## src/rtl/bpdc_pkg.sv

```systemverilog
// ----------------------------------------------------------------------------
// bpdc_pkg: shared types and constants for the button press classifier
// Holds the register reset values, register indexes, event codes and the
// result record passed from the step logic to the top level.
// ----------------------------------------------------------------------------
package bpdc_pkg;

  // configuration register layout
  localparam int unsigned CFG_BITS      = 16;
  localparam int unsigned CFG_IDX_BITS  = 2;
  localparam int unsigned COUNT_BITS_DF = 20;

  localparam logic [CFG_IDX_BITS-1:0] REG_DEBOUNCE  = 2'd0;
  localparam logic [CFG_IDX_BITS-1:0] REG_LONG      = 2'd1;
  localparam logic [CFG_IDX_BITS-1:0] REG_VERY_LONG = 2'd2;

  // register reset values
  localparam logic [CFG_BITS-1:0] DEBOUNCE_RST  = 16'd50;
  localparam logic [CFG_BITS-1:0] LONG_RST      = 16'd2000;
  localparam logic [CFG_BITS-1:0] VERY_LONG_RST = 16'd4000;

  // release classification codes
  typedef enum logic [1:0] {
    EV_NONE      = 2'd0,
    EV_SHORT     = 2'd1,
    EV_LONG      = 2'd2,
    EV_VERY_LONG = 2'd3
  } press_event_e;

  // one result item
  typedef struct packed {
    press_event_e press_event;
    logic         press_confirmed;
    logic         stable_level;
    logic         long_zone_cue;
    logic         very_long_zone_cue;
  } result_t;

endpackage

```

## src/rtl/bpdc_step.sv

```systemverilog
// ----------------------------------------------------------------------------
// bpdc_step: per-tick debounce and hold classification
// Combinational next-state and result logic for one raw level sample:
// debounce counter, hold counter, release classification and zone cues.
// ----------------------------------------------------------------------------
module bpdc_step
  import bpdc_pkg::*;
#(
  parameter int unsigned COUNT_BITS = COUNT_BITS_DF
) (
  input  logic                  raw_level_i,
  input  logic [CFG_BITS-1:0]   debounce_ticks_i,
  input  logic [CFG_BITS-1:0]   long_ticks_i,
  input  logic [CFG_BITS-1:0]   very_long_ticks_i,
  input  logic                  level_i,
  input  logic                  prev_raw_i,
  input  logic [COUNT_BITS-1:0] unchanged_i,
  input  logic [COUNT_BITS-1:0] hold_i,
  input  logic                  long_given_i,
  input  logic                  very_long_given_i,
  output logic                  level_o,
  output logic [COUNT_BITS-1:0] unchanged_o,
  output logic [COUNT_BITS-1:0] hold_o,
  output logic                  long_given_o,
  output logic                  very_long_given_o,
  output result_t               result_o
);

  localparam int unsigned PAD_BITS = COUNT_BITS - CFG_BITS;

  logic [COUNT_BITS-1:0] deb_ext;
  logic [COUNT_BITS-1:0] long_ext;
  logic [COUNT_BITS-1:0] very_ext;
  logic [COUNT_BITS-1:0] hold_inc;
  logic [COUNT_BITS-1:0] unch_inc;
  logic                  change;

  // thresholds widened to counter width
  assign deb_ext  = {{PAD_BITS{1'b0}}, debounce_ticks_i};
  assign long_ext = {{PAD_BITS{1'b0}}, long_ticks_i};
  assign very_ext = {{PAD_BITS{1'b0}}, very_long_ticks_i};

  // saturating increments
  assign hold_inc = (hold_i == '1) ? hold_i : hold_i + 1'b1;
  assign unch_inc = (unchanged_i == '1) ? unchanged_i : unchanged_i + 1'b1;

  // unchanged counter restarts on any raw edge
  assign unchanged_o = (raw_level_i != prev_raw_i) ? '0 : unch_inc;
  assign change      = (unchanged_o > deb_ext) && (raw_level_i != level_i);
  assign level_o     = change ? raw_level_i : level_i;

  // hold counter, press confirm and release classification
  always_comb begin
    logic [COUNT_BITS-1:0] hold_t;
    logic                  lg_t;
    logic                  vg_t;
    hold_t   = level_i ? hold_i : hold_inc;
    lg_t     = long_given_i;
    vg_t     = very_long_given_i;
    result_o = '{press_event: EV_NONE, press_confirmed: 1'b0, stable_level: level_o,
                 long_zone_cue: 1'b0, very_long_zone_cue: 1'b0};
    if (change) begin
      if (!raw_level_i) begin
        hold_t                   = '0;
        lg_t                     = 1'b0;
        vg_t                     = 1'b0;
        result_o.press_confirmed = 1'b1;
      end else if (hold_t >= very_ext) begin
        result_o.press_event = EV_VERY_LONG;
      end else if (hold_t >= long_ext) begin
        result_o.press_event = EV_LONG;
      end else if (hold_t > deb_ext) begin
        result_o.press_event = EV_SHORT;
      end
    end
    // one-time zone cues while held
    if (!level_o) begin
      if (!lg_t && (hold_t >= long_ext)) begin
        lg_t                   = 1'b1;
        result_o.long_zone_cue = 1'b1;
      end
      if (!vg_t && (hold_t >= very_ext)) begin
        vg_t                        = 1'b1;
        result_o.very_long_zone_cue = 1'b1;
      end
    end
    hold_o            = hold_t;
    long_given_o      = lg_t;
    very_long_given_o = vg_t;
  end

endmodule

```

## src/rtl/button_press_duration_classifier.sv

```systemverilog
// Latency: a result item is valid in the cycle after its sample is accepted.
// Throughput: one sample per cycle; the single result register is refilled
// in the same cycle it is taken, so input stalls only while a result is held.
// Reset: thresholds return to 50 / 2000 / 4000 ticks, the debounced level to
// released, counters and cue flags clear, and no result is pending.
// ----------------------------------------------------------------------------
// button_press_duration_classifier: debounced short / long press detector
// Debounces a raw active-low button level sampled once per tick, times each
// hold, classifies releases and flags entry into the long zones.
// ----------------------------------------------------------------------------
module button_press_duration_classifier
  import bpdc_pkg::*;
#(
  parameter int unsigned COUNT_BITS = COUNT_BITS_DF
) (
  input  logic                    clk_i,
  input  logic                    rst_ni,
  // configuration write port
  input  logic                    cfg_we_i,
  input  logic [CFG_IDX_BITS-1:0] cfg_index_i,
  input  logic [CFG_BITS-1:0]     cfg_wdata_i,
  // sample channel
  input  logic                    in_valid_i,
  output logic                    in_stall_o,
  input  logic                    raw_level_i,
  // result channel
  output logic                    out_valid_o,
  input  logic                    out_stall_i,
  output logic [1:0]              press_event_o,
  output logic                    press_confirmed_o,
  output logic                    stable_level_o,
  output logic                    long_zone_cue_o,
  output logic                    very_long_zone_cue_o
);

  logic [CFG_BITS-1:0]   debounce_q, long_q, very_long_q;
  logic                  level_q, level_d;
  logic                  prev_raw_q;
  logic [COUNT_BITS-1:0] unchanged_q, unchanged_d;
  logic [COUNT_BITS-1:0] hold_q, hold_d;
  logic                  long_given_q, long_given_d;
  logic                  very_given_q, very_given_d;
  logic                  out_valid_q;
  result_t               result_q, result_d;
  logic                  accept;

  // configuration registers
  always_ff @(posedge clk_i or negedge rst_ni) begin
    if (!rst_ni) begin
      debounce_q  <= DEBOUNCE_RST;
      long_q      <= LONG_RST;
      very_long_q <= VERY_LONG_RST;
    end else if (cfg_we_i) begin
      case (cfg_index_i)
        REG_DEBOUNCE:  debounce_q  <= cfg_wdata_i;
        REG_LONG:      long_q      <= cfg_wdata_i;
        REG_VERY_LONG: very_long_q <= cfg_wdata_i;
        default:       ;
      endcase
    end
  end

  // handshake: stall only while a result waits and is itself stalled
  assign in_stall_o = out_valid_q && out_stall_i;
  assign accept     = in_valid_i && !in_stall_o;

  bpdc_step #(
    .COUNT_BITS(COUNT_BITS)
  ) u_step (
    .raw_level_i      (raw_level_i),
    .debounce_ticks_i (debounce_q),
    .long_ticks_i     (long_q),
    .very_long_ticks_i(very_long_q),
    .level_i          (level_q),
    .prev_raw_i       (prev_raw_q),
    .unchanged_i      (unchanged_q),
    .hold_i           (hold_q),
    .long_given_i     (long_given_q),
    .very_long_given_i(very_given_q),
    .level_o          (level_d),
    .unchanged_o      (unchanged_d),
    .hold_o           (hold_d),
    .long_given_o     (long_given_d),
    .very_long_given_o(very_given_d),
    .result_o         (result_d)
  );

  // debounce and hold state
  always_ff @(posedge clk_i or negedge rst_ni) begin
    if (!rst_ni) begin
      level_q      <= 1'b1;
      prev_raw_q   <= 1'b1;
      unchanged_q  <= '0;
      hold_q       <= '0;
      long_given_q <= 1'b0;
      very_given_q <= 1'b0;
    end else if (accept) begin
      level_q      <= level_d;
      prev_raw_q   <= raw_level_i;
      unchanged_q  <= unchanged_d;
      hold_q       <= hold_d;
      long_given_q <= long_given_d;
      very_given_q <= very_given_d;
    end
  end

  // result register valid flag
  always_ff @(posedge clk_i or negedge rst_ni) begin
    if (!rst_ni) begin
      out_valid_q <= 1'b0;
    end else if (accept) begin
      out_valid_q <= 1'b1;
    end else if (!out_stall_i) begin
      out_valid_q <= 1'b0;
    end
  end

  // result payload
  always_ff @(posedge clk_i) begin
    if (accept) begin
      result_q <= result_d;
    end
  end

  assign out_valid_o          = out_valid_q;
  assign press_event_o        = result_q.press_event;
  assign press_confirmed_o    = result_q.press_confirmed;
  assign stable_level_o       = result_q.stable_level;
  assign long_zone_cue_o      = result_q.long_zone_cue;
  assign very_long_zone_cue_o = result_q.very_long_zone_cue;

`ifndef SYNTHESIS
  // a confirmed press leaves the level pressed
  a_confirm_pressed: assert property (@(posedge clk_i) disable iff (!rst_ni)
    (out_valid_o && press_confirmed_o) |-> !stable_level_o)
    else $error("press confirmed with released level");

  // a classified release leaves the level released
  a_event_released: assert property (@(posedge clk_i) disable iff (!rst_ni)
    (out_valid_o && (press_event_o != EV_NONE)) |-> stable_level_o)
    else $error("release event with pressed level");

  // zone cues only while held
  a_cue_pressed: assert property (@(posedge clk_i) disable iff (!rst_ni)
    (out_valid_o && (long_zone_cue_o || very_long_zone_cue_o)) |-> !stable_level_o)
    else $error("zone cue with released level");

  // the result register mirrors the stored debounced level
  a_level_match: assert property (@(posedge clk_i) disable iff (!rst_ni)
    out_valid_o |-> (stable_level_o == level_q))
    else $error("result level differs from debounced state");
`endif

endmodule
```

## config.mk

```make
export PLATFORM = sky130hd
export DESIGN_NAME = button_press_duration_classifier
export DESIGN_NICKNAME = d
export VERILOG_FILES = /design/src/rtl/bpdc_pkg.sv /design/src/rtl/bpdc_step.sv /design/src/rtl/button_press_duration_classifier.sv
export SDC_FILE = /design/constraint.sdc
export NUM_CORES = 1
export LEC_CHECK = 0
export BUFFER_PORTS_ARGS = -buffer_cell sky130_fd_sc_hd__buf_2
export CAP_MARGIN = 0
export CORE_ASPECT_RATIO = 1.5
export CORE_UTILIZATION = 57
export DETAILED_ROUTE_END_ITERATION = 8
export PLACE_DENSITY = 0.87
export RECOVER_POWER = 100
export SLEW_MARGIN = 40
export SYNTH_ARGS = -nofsm -noshare
export SYNTH_HDL_FRONTEND = slang
export SYNTH_HIERARCHICAL = 1
export SYNTH_SLANG_ARGS = --single-unit
```

## constraint.sdc

```tcl
create_clock -name clk_i -period 6.2 [get_ports clk_i]
set_input_delay 1.24 -clock clk_i [delete_from_list [all_inputs] [get_ports clk_i]]
set_output_delay 1.24 -clock clk_i [all_outputs]
set_load 0.005 [all_outputs]
```

Yosys cells after proc, flatten, opt, wreduce, memory -nomap -nowiden
Index checks and enable logic that the tools add are counted.

$add $sub $neg: 2. $lt $le $gt $ge: 6. Equal/unequal tests: 7. Muxes and demuxes: 23. Reductions and logical operators: 13.

Operator list (count): 20-bit 2-to-1 mux (6); 20-bit by 16-bit >= comparator with 1-bit output (4); 20-bit by 1-bit adder with 20-bit output (second input constant) (2); 20-bit == test (second input constant) (2); 20-bit by 16-bit > comparator with 1-bit output (2); 1-bit 2-to-1 mux (15); 2-bit AND reduction (4); 1-bit logical AND (5); 2-bit 2-to-1 mux (2); 1-bit logical NOT (3); 2-bit by 1-bit == test with 1-bit output (second input constant) (1); 2-bit == test (second input constant) (1); 2-bit logical NOT (1); 1-bit inequality test (2); 2-bit by 1-bit inequality test with 1-bit output (second input constant) (1).

Register bits: 99. Output and inout bits: 8.

Depth between registers and ports, before layout
Gate-level depths: netlist (run 1).

Depth after elaboration: 10. Mapped depth: 28. Gate-level depth less buffers: 24.

Modules after synthesis
Netlist (run 1), hierarchy kept.

By module, submodules not included: button_press_duration_classifier (times used 1, cells each 205, area an instance 3693.5 µm², seq. area each 2528.7 µm²); bpdc_step (times used 1, cells each 483, area an instance 3537.1 µm², seq. area each 0.0 µm²).

Least setup slack after synthesis (run 1)
Ideal clock, no wire load.

Path kind: register to register. From: register unchanged_q[6]. To: register very_given_q. Setup time: 0.125 ns. Data arrival time: 5.826 ns. Slack: 0.249 ns. Cell stages (with the launch flop): 29. Path buffers: 4. Clock period less this slack: 5.951 ns. Cell sequence: dfrtp_1 > nand4_2 > or4_4 > or4b_2 > clkbuf_1 > and4_1 > nand2_1 > xor2_1 > nor2_1 > ha_1 > and2_1 > a221o_1 > nand2_1 > nand4b_1 > a211o_1 > buf_6 > and3_1 > buf_6 > buf_6 > or2_1 > ha_1 > nand2b_1 > a21o_1 > a211oi_1 > o31a_1 > o21ai_0 > o2bb2ai_1 > a22oi_1 > mux2_2.

Longest elaborated chain between the ends: 10. Elaborated cells between the ends (all ways): 14. Those cells by class: add/sub (1); order compare (2); eq/ne (1); mux (7); reduce/logical (3).

RTL lines: from (decl) (line button_press_duration_classifier.sv:39) `logic [COUNT_BITS-1:0] unchanged_q, unchanged_d;`; from (signal assigned) (line button_press_duration_classifier.sv:100) `unchanged_q <= unchanged_d;`; 20-bit by 1-bit adder with 20-bit output / 20-bit == test (equally long branches) (line bpdc_step.sv:45) `assign unch_inc = (unchanged_i == '1) ? unchanged_i : unchanged_i + 1'b1;`; 20-bit 2-to-1 mux (*) (line bpdc_step.sv:45); 20-bit 2-to-1 mux (*) (line bpdc_step.sv:48) `assign unchanged_o = (raw_level_i != prev_raw_i) ? '0 : unch_inc;`; via unchanged_d[6] (line button_press_duration_classifier.sv:39); 20-bit by 16-bit > comparator with 1-bit output (*) (line bpdc_step.sv:49) `assign change = (unchanged_o > deb_ext) && (raw_level_i != level_i);`; 1-bit logical AND (*) (line bpdc_step.sv:49); 20-bit 2-to-1 mux / 1-bit 2-to-1 mux (equally long branches) (line bpdc_step.sv:62) `if (change) begin`; 20-bit by 16-bit >= comparator with 1-bit output / 1-bit logical NOT (equally long branches) (line bpdc_step.sv:82) `if (!vg_t && (hold_t >= very_ext)) begin`; 1-bit logical AND (line bpdc_step.sv:82); 1-bit 2-to-1 mux (line bpdc_step.sv:82); 1-bit 2-to-1 mux (*) (line bpdc_step.sv:77) `if (!level_o) begin`; via very_given_d (line button_press_duration_classifier.sv:42) `logic very_given_q, very_given_d;`; to (signal assigned) (line button_press_duration_classifier.sv:103) `very_given_q <= very_given_d;`; to (decl) (line button_press_duration_classifier.sv:42).

Mark *: on every way through the listed nets, which the timed path passes. The rest lies on a longest branch. A chain may end at the register's enable or synchronous reset.

Worst setup path after layout (run 1)
From: register unchanged_q[8]. To: register long_given_q.

Longest elaborated chain between the ends: 10. Elaborated cells between the ends (all ways): 14. Those cells by class: add/sub (1); order compare (2); eq/ne (1); mux (7); reduce/logical (3).

RTL lines: 20-bit == test (*) (line bpdc_step.sv:45); 20-bit 2-to-1 mux (*) (line bpdc_step.sv:45); 20-bit 2-to-1 mux (*) (line bpdc_step.sv:48); via unchanged_d[1] (line button_press_duration_classifier.sv:39); 20-bit by 16-bit > comparator with 1-bit output (*) (line bpdc_step.sv:49); 1-bit logical AND (*) (line bpdc_step.sv:49); 20-bit 2-to-1 mux / 1-bit 2-to-1 mux (equally long branches) (line bpdc_step.sv:62); 20-bit by 16-bit >= comparator with 1-bit output / 1-bit logical NOT (equally long branches) (line bpdc_step.sv:78) `if (!lg_t && (hold_t >= long_ext)) begin`; 1-bit logical AND (line bpdc_step.sv:78); 1-bit 2-to-1 mux (line bpdc_step.sv:78); 1-bit 2-to-1 mux (*) (line bpdc_step.sv:77); via long_given_d (line button_press_duration_classifier.sv:41) `logic long_given_q, long_given_d;`; to (signal assigned) (line button_press_duration_classifier.sv:102) `long_given_q <= long_given_d;`; to (decl) (line button_press_duration_classifier.sv:41).

Marked as above.

==> results of run 1 <==
==> per-stage QoR <==
stage | std cells | util (%)
floorplan | 688 | -
CTS | 881 | 62.8
finish | 887 | 63.1
detailed placement | 865 | 60.5
global placement | 865 | 60.5
global route | 887 | 63.1
==> worst max-delay path: cells and delay by family (launching register included) <==
kind	cells	cell delay (ps)
flip-flops	1	430
buffers and inverters	2	300
adder cells (fa/ha/maj)	2	560
multiplexers	2	400
AO/OA/AOI/OAI	9	1750
AND/OR/NAND/NOR	9	2480
==> synth_stat cells (2+ instances only) <==
master      n
o21a_1     10
mux2_2     93
a21boi_0    2
o31a_1      5
and4_1      6
o211ai_1    3
nor2b_1    16
a22oi_1     2
buf_4       6
nand3_1    18
mux2i_1     4
a211o_1     2
inv_1      58
buf_6       4
or3_1       2
o2111ai_1   3
o21ai_0    15
o221a_2     2
or4_4       2
a21o_1     25
xor2_1     13
nand3b_2    2
and3_1     14
clkbuf_1    7
ha_1       98
a21oi_1    21
o22ai_1     2
nor4_1      3
xnor2_1    19
nand2_1    22
dfstp_2    17
a211oi_1    9
o2bb2ai_1   2
dfrtp_1    76
nand2b_1    5
nor2_1     37
a31oi_1     6
and2_1      8
edfxtp_1    6
nand4_1    18
a221o_1     2
nor3_1      8
==> cell type report <==
class / count / area (um2) / area share (%)
tap: 156 / 195 / 2.49
clock inverter: 7 / 53.8 / 0.685
inverter: 58 / 218 / 2.77
sequential: 99 / 2530 / 32.2
timing repair buffer: 46 / 246 / 3.14
multi-input combinational: 512 / 4380 / 55.8
clock buffer: 9 / 225 / 2.87
==> what timing repair did <==
action	4_1_cts	5_1_grt
hold endpoints to repair	0	0
pin swaps	0	4
setup buffers	0	5
cloned	0	0
resized for setup	2	13
setup endpoints to repair	3	4
==> state kept, by name (all words and copies together) (netlist names) <==
| register | count |
|---|---|
| debounce_q | 16 |
| hold_q | 20 |
| level_q | 1 |
| long_given_q | 1 |
| long_q | 16 |
| long_zone_cue_o | 1 |
| out_valid_o | 1 |
| press_confirmed_o | 1 |
| press_event_o | 2 |
| prev_raw_q | 1 |
| stable_level_o | 1 |
| unchanged_q | 20 |
| very_given_q | 1 |
| very_long_q | 16 |
| very_long_zone_cue_o | 1 |
==> power breakdown <==
group	leakage (nW)	internal (mW)	switching, mW
logic	2.58	0.395	0.505
registers	1.20	0.774	0.100
clock network	0.123	0.274	0.257
==> how the worst max path moves through the flow <==
stage                          endpoint                  startpoint  slack [ps]
4_1_cts        long_given_q$_DFFE_PN0P_  unchanged_q[6]$_DFFE_PN0P_         110
2_1_floorplan  very_given_q$_DFFE_PN0P_  unchanged_q[6]$_DFFE_PN0P_         250
5_1_grt        long_given_q$_DFFE_PN0P_  unchanged_q[8]$_DFFE_PN0P_           1
6_report       long_given_q$_DFFE_PN0P_  unchanged_q[8]$_DFFE_PN0P_         170
3_5_place_dp   long_given_q$_DFFE_PN0P_  unchanged_q[6]$_DFFE_PN0P_         -70
3_3_place_gp   very_given_q$_DFFE_PN0P_  unchanged_q[6]$_DFFE_PN0P_         150
==> logic make-up after synthesis <==
logic type / Yosys count / synth area share, %
muxes: 97 / 15.0
xor gates and xnor gates: 32 / 3.88
adders and majority gates: 98 / 17.0
buffers and inverters: 77 / 4.88
DFF: 99 / 35.0
AOI/OAI and AO/OA: 116 / 11.3
and+or+nand+nor: 169 / 13.0
==> per-layer routing <==
metal	global-route usage (%)	up-vias	wire [um]
met5	0	-	0
met4	19.9	0	1170
met3	4.67	102	946
met2	50.7	267	9320
met1	33.8	2748	6940
li1	-	2596	-
==> metrics, run 1 <==
worst hold margin 510 ps; clk sinks 99; WL/cell 20.7 um; initial antenna violation count 0; via/cell ratio 6.44; hold path endpoint very_long_q[3]$_DFFE_PN0P_; setup ws final 169 ps; CTS Hold Bufs 0; CP startpoint kind register; share of flip-flops with an asynchronous set or reset 93.9%; Final Max Slew Viols 48; Clock Skews 6.69 ps; area of placed instances 7530 um2; Synth Instances 688; RR Endpoint long_given_q$_DFFE_PN0P_; GRT overflow 0; R2R Setup Slk 170 ps; Vias 5713; fmax 0.166 GHz; worst endpoint required time 6430 ps; share of cells above drive strength 1 24.8%; endpoints failing hold 0; setup TNS 0 ps; commonest non-fill, non-tap cell in the layout ha_1; Min Clock Period, post-route 6030 ps; sequential area share after synthesis 35.0%; category of the most critical setup path register to register; Worst Path Max Fanout 6; Num CTS Buffers 9; Post-synth EDFFs 6; initial drt markers 506; Warnings, synthesis 6; Most used DFF post-synth dfrtp_1; slowest CP cell or4b_4; Setup crit end kind register; Top cell by count, worst path ha_1; post-route DRC violation count 0; number of global-route vias before repair 6129; Clk Tree Root Cell clkbuf_16; PortBufs 31; die area 13100 um2; first-pass GRT wire length 30000 um; Antenna Cells 0; Reg2Reg Depth 24; dpl hpwl 13800 um; overall power 2.31 mW; leakage power of the design 3.90 nW; Hold WC Path Type register to register; worst endpoint data arrival time 6260 ps; Post-Synthesis Cell Area 7230 um2; Initial Utilization 58.1%; Net Count, Synth 810; Slew Limit Headroom -76.9%; Peak VDD IR 0.208 mV; Yosys top cell area share 26.3%; final net count 848; Pre-antenna DRT Iters 5; pre-CTS setup slack -66.6 ps; syn avg cell area 10.5 um2; CTS tree built; # rows 50; most frequent cells in the layout 98 x ha_1, 92 x mux2_2, 75 x dfrtp_1, 58 x inv_1, 37 x nor2_1; CTS Buffer Depth 2; P per Cell Area 294 nW/um2; synth top area cells dfrtp_1 26%, ha_1 17%, mux2_2 14%; CP max stage delay 600 ps; core outline area 12400 um2; post-route cell area 7850 um2; H-tree levels 3; WL final 18400 um; Final Setup Violations 0; WHS Path Cells 1; Netlist cell types 57; cell taking the most area after synthesis dfrtp_1; largest net degree at the start of global routing 51; RePlAce Congestion 0.952; clock slew at reported path FFs 70 ps; Worst-Skew Late Latency 350 ps; FF+latch count, synth 99; # IOs 32; die width 94.0 um; failing checks max-capacitance violations, max-slew violations; RSZ-0062 raised after global routing false; status complete, but fails checks; max-cap viol count 1; # fillers 977; hold path start very_long_q[3]$_DFFE_PN0P_; worst-path cell chain nand4_2 -> or4_4 -> or4b_4 -> clkbuf_4 -> buf_4 -> mux2i_1 -> nor2_1 -> ha_1 -> nor2b_1 -> o211ai_1 -> a21oi_2 -> nand4b_1 -> a211o_1 -> and3_2 -> or2_1 -> ha_1 -> nand2b_1 -> a21o_1 -> a211oi_1 -> o31a_1 -> o21ai_0 -> o2bb2ai_1 -> a22oi_1 -> mux2_2; Die Y 140 um; Worst Max-Slew Pin Slew 2650 ps; Syn-to-layout area delta 8.60%; reg2reg start unchanged_q[8]$_DFFE_PN0P_; DRT antenna net count 0; Tot GR Track Use 29.8%; Final Cycle Share 97.3%
(Power assumes the default switching activity.)
==> inputs of run 2 (changes only) <==
--- a/config.mk
+++ b/config.mk
@@ -8,9 +8,9 @@
 export BUFFER_PORTS_ARGS = -buffer_cell sky130_fd_sc_hd__buf_2
 export CAP_MARGIN = 0
 export CORE_ASPECT_RATIO = 1.5
-export CORE_UTILIZATION = 57
+export CORE_UTILIZATION = 45
 export DETAILED_ROUTE_END_ITERATION = 8
-export PLACE_DENSITY = 0.87
+export PLACE_DENSITY = 0.73
 export RECOVER_POWER = 100
 export SLEW_MARGIN = 40
 export SYNTH_ARGS = -nofsm -noshare
==> metrics, run 2 (synthesis results as in run 1) <==
Clk Tree Root Cell clkbuf_16; Antenna Cells 0; Reg power frac 38.0%; WL/cell 18.5 um; die area 16600 um2; PortBufs 31; worst endpoint data arrival time 6090 ps; leakage power of the design 3.90 nW; RePlAce Congestion 0.923; WL final 17200 um; initial antenna violation count 0; H-tree levels 3; share of cells above drive strength 1 23.6%; CP startpoint kind register; CTS tree built; Clock Skews 8.35 ps; most frequent cells in the layout 98 x ha_1, 92 x mux2_2, 75 x dfrtp_1, 58 x inv_1, 37 x nor2_1; clock slew at reported path FFs 70 ps; Syn-to-layout area delta 9.14%; # IOs 32; number of global-route vias before repair 5511; final net count 845; clk sinks 99; Tot GR Track Use 21.8%; status complete, but fails checks; Worst-Skew Late Latency 350 ps; via/cell ratio 5.78; initial drt markers 229; Reg2Reg Depth 25; CTS Buffer Depth 2; crit path launch unchanged_q[8]$_DFFE_PN0P_; met3 wire len 796 um; P per Cell Area 289 nW/um2; DRT antenna net count 0; pre-CTS setup slack 127 ps; Detail Route met2 WL 8470 um; worst hold margin 507 ps; overall power 2.28 mW; Worst Max-Slew Pin Slew 2760 ps; Worst Path Max Fanout 9; Hold WC Path Type register to register; met1 WL 6990 um; top routing layer used met4; Register Area 2530 um2; commonest non-fill, non-tap cell in the layout ha_1; Final Cycle Share 94.4%; Num CTS Buffers 9; largest net degree at the start of global routing 62; Clock power frac 24.7%; CTS Hold Bufs 0; Setup crit end kind register; # rows 56; RR Endpoint very_given_q$_DFFE_PN0P_; reg2reg start unchanged_q[8]$_DFFE_PN0P_; dpl hpwl 13300 um; first-pass GRT wire length 27800 um; Peak VDD IR 0.156 mV; Vias 5383; fmax 0.171 GHz; max-cap viol count 2; CP max stage delay 550 ps; Int Power 1.47 mW; setup TNS 0 ps; Comb pwr share 37.3%; failing checks max-capacitance violations, max-slew violations; Slew Limit Headroom -84.1%; net switching power 808 uW; endpoints failing hold 0; Min Clock Period, post-route 5850 ps; category of the most critical setup path register to register; Die Y 157 um; post-layout util 50.3%; die width 106 um; GRT overflow 0; Setup crit end very_given_q$_DFFE_PN0P_; Initial Utilization 46.1%; Final Max Slew Viols 96; Largest regs hold_q (20), unchanged_q (20); Pre-antenna DRT Iters 4; worst endpoint required time 6440 ps; area of the multi-input gates 4360 um2; post-route DRC violation count 0; R2R Setup Slk 350 ps; Switching Fraction 35.5%; # fillers 1469; core outline area 15700 um2; slowest CP cell or4b_4; Final Setup Violations 0; setup ws final 347 ps
run 2: area by class of cell:
type	count	area share, %
well taps	203	3.22
clock inverters	6	0.809
clock buffers	10	2.90
flip-flops and latches	99	32.1
inverters	58	2.76
repair buffers	43	2.96
multi-input cells	512	55.3
run 2: power groups by stage:
| stage | Clock, mW | Sequential (mW) | Combinational [mW] |
|---|---|---|---|
| 2_1_floorplan | 0 | 0.840 | 0.624 |
| 3_3_place_gp | 0 | 0.870 | 0.818 |
| 4_1_cts | 0.577 | 0.865 | 0.845 |
| 5_1_grt | 0.597 | 0.884 | 0.939 |
| 6_report | 0.563 | 0.866 | 0.849 |
| 3_5_place_dp | 0 | 0.877 | 0.837 |
run 2: repair_timing:
action / 4_1_cts / 5_1_grt
resized for setup: 0 / 8
setup buffers: 0 / 3
hold endpoints to repair: 0 / 0
endpoints found under the setup margin: 0 / 4
run 2: metal layers:
layer / global-route usage [%] / vias to the layer above
met5: 0 / -
met4: 13.4 / 0
met3: 3.19 / 52
met2: 38.2 / 138
met1: 24.9 / 2613
li1: - / 2580
run 2: worst min path at each step:
stage                                startpoint                     endpoint  depth (start not counted)
finish                debounce_q[6]$_DFFE_PN0P_    debounce_q[6]$_DFFE_PN0P_                          1
global route          debounce_q[9]$_DFFE_PN0P_    debounce_q[9]$_DFFE_PN0P_                          1
CTS                   debounce_q[2]$_DFFE_PN0P_    debounce_q[2]$_DFFE_PN0P_                          1
detailed placement  very_long_q[13]$_DFFE_PN0P_  very_long_q[13]$_DFFE_PN0P_                          1
global placement          long_q[1]$_DFFE_PN0P_        long_q[1]$_DFFE_PN0P_                          1
floorplan                hold_q[16]$_DFFE_PN0P_       hold_q[16]$_DFFE_PN0P_                          1
run 2: per-stage QoR:
step | cells | instance area, um2
CTS | 928 | 7880
global route | 931 | 7890
finish | 931 | 7890
detailed placement | 912 | 7590
floorplan | 688 | 7230
global placement | 911 | 7580
run 2: worst max-delay path, delay by kind of cell (launching register included):
kind | cells | cell delay (ps)
multiplexers | 1 | 260
buffers and inverters | 1 | 210
flip-flops | 1 | 410
AO/OA/AOI/OAI | 9 | 1730
AND/OR/NAND/NOR | 11 | 2440
adder cells (fa/ha/maj) | 2 | 540
XOR/XNOR | 1 | 150
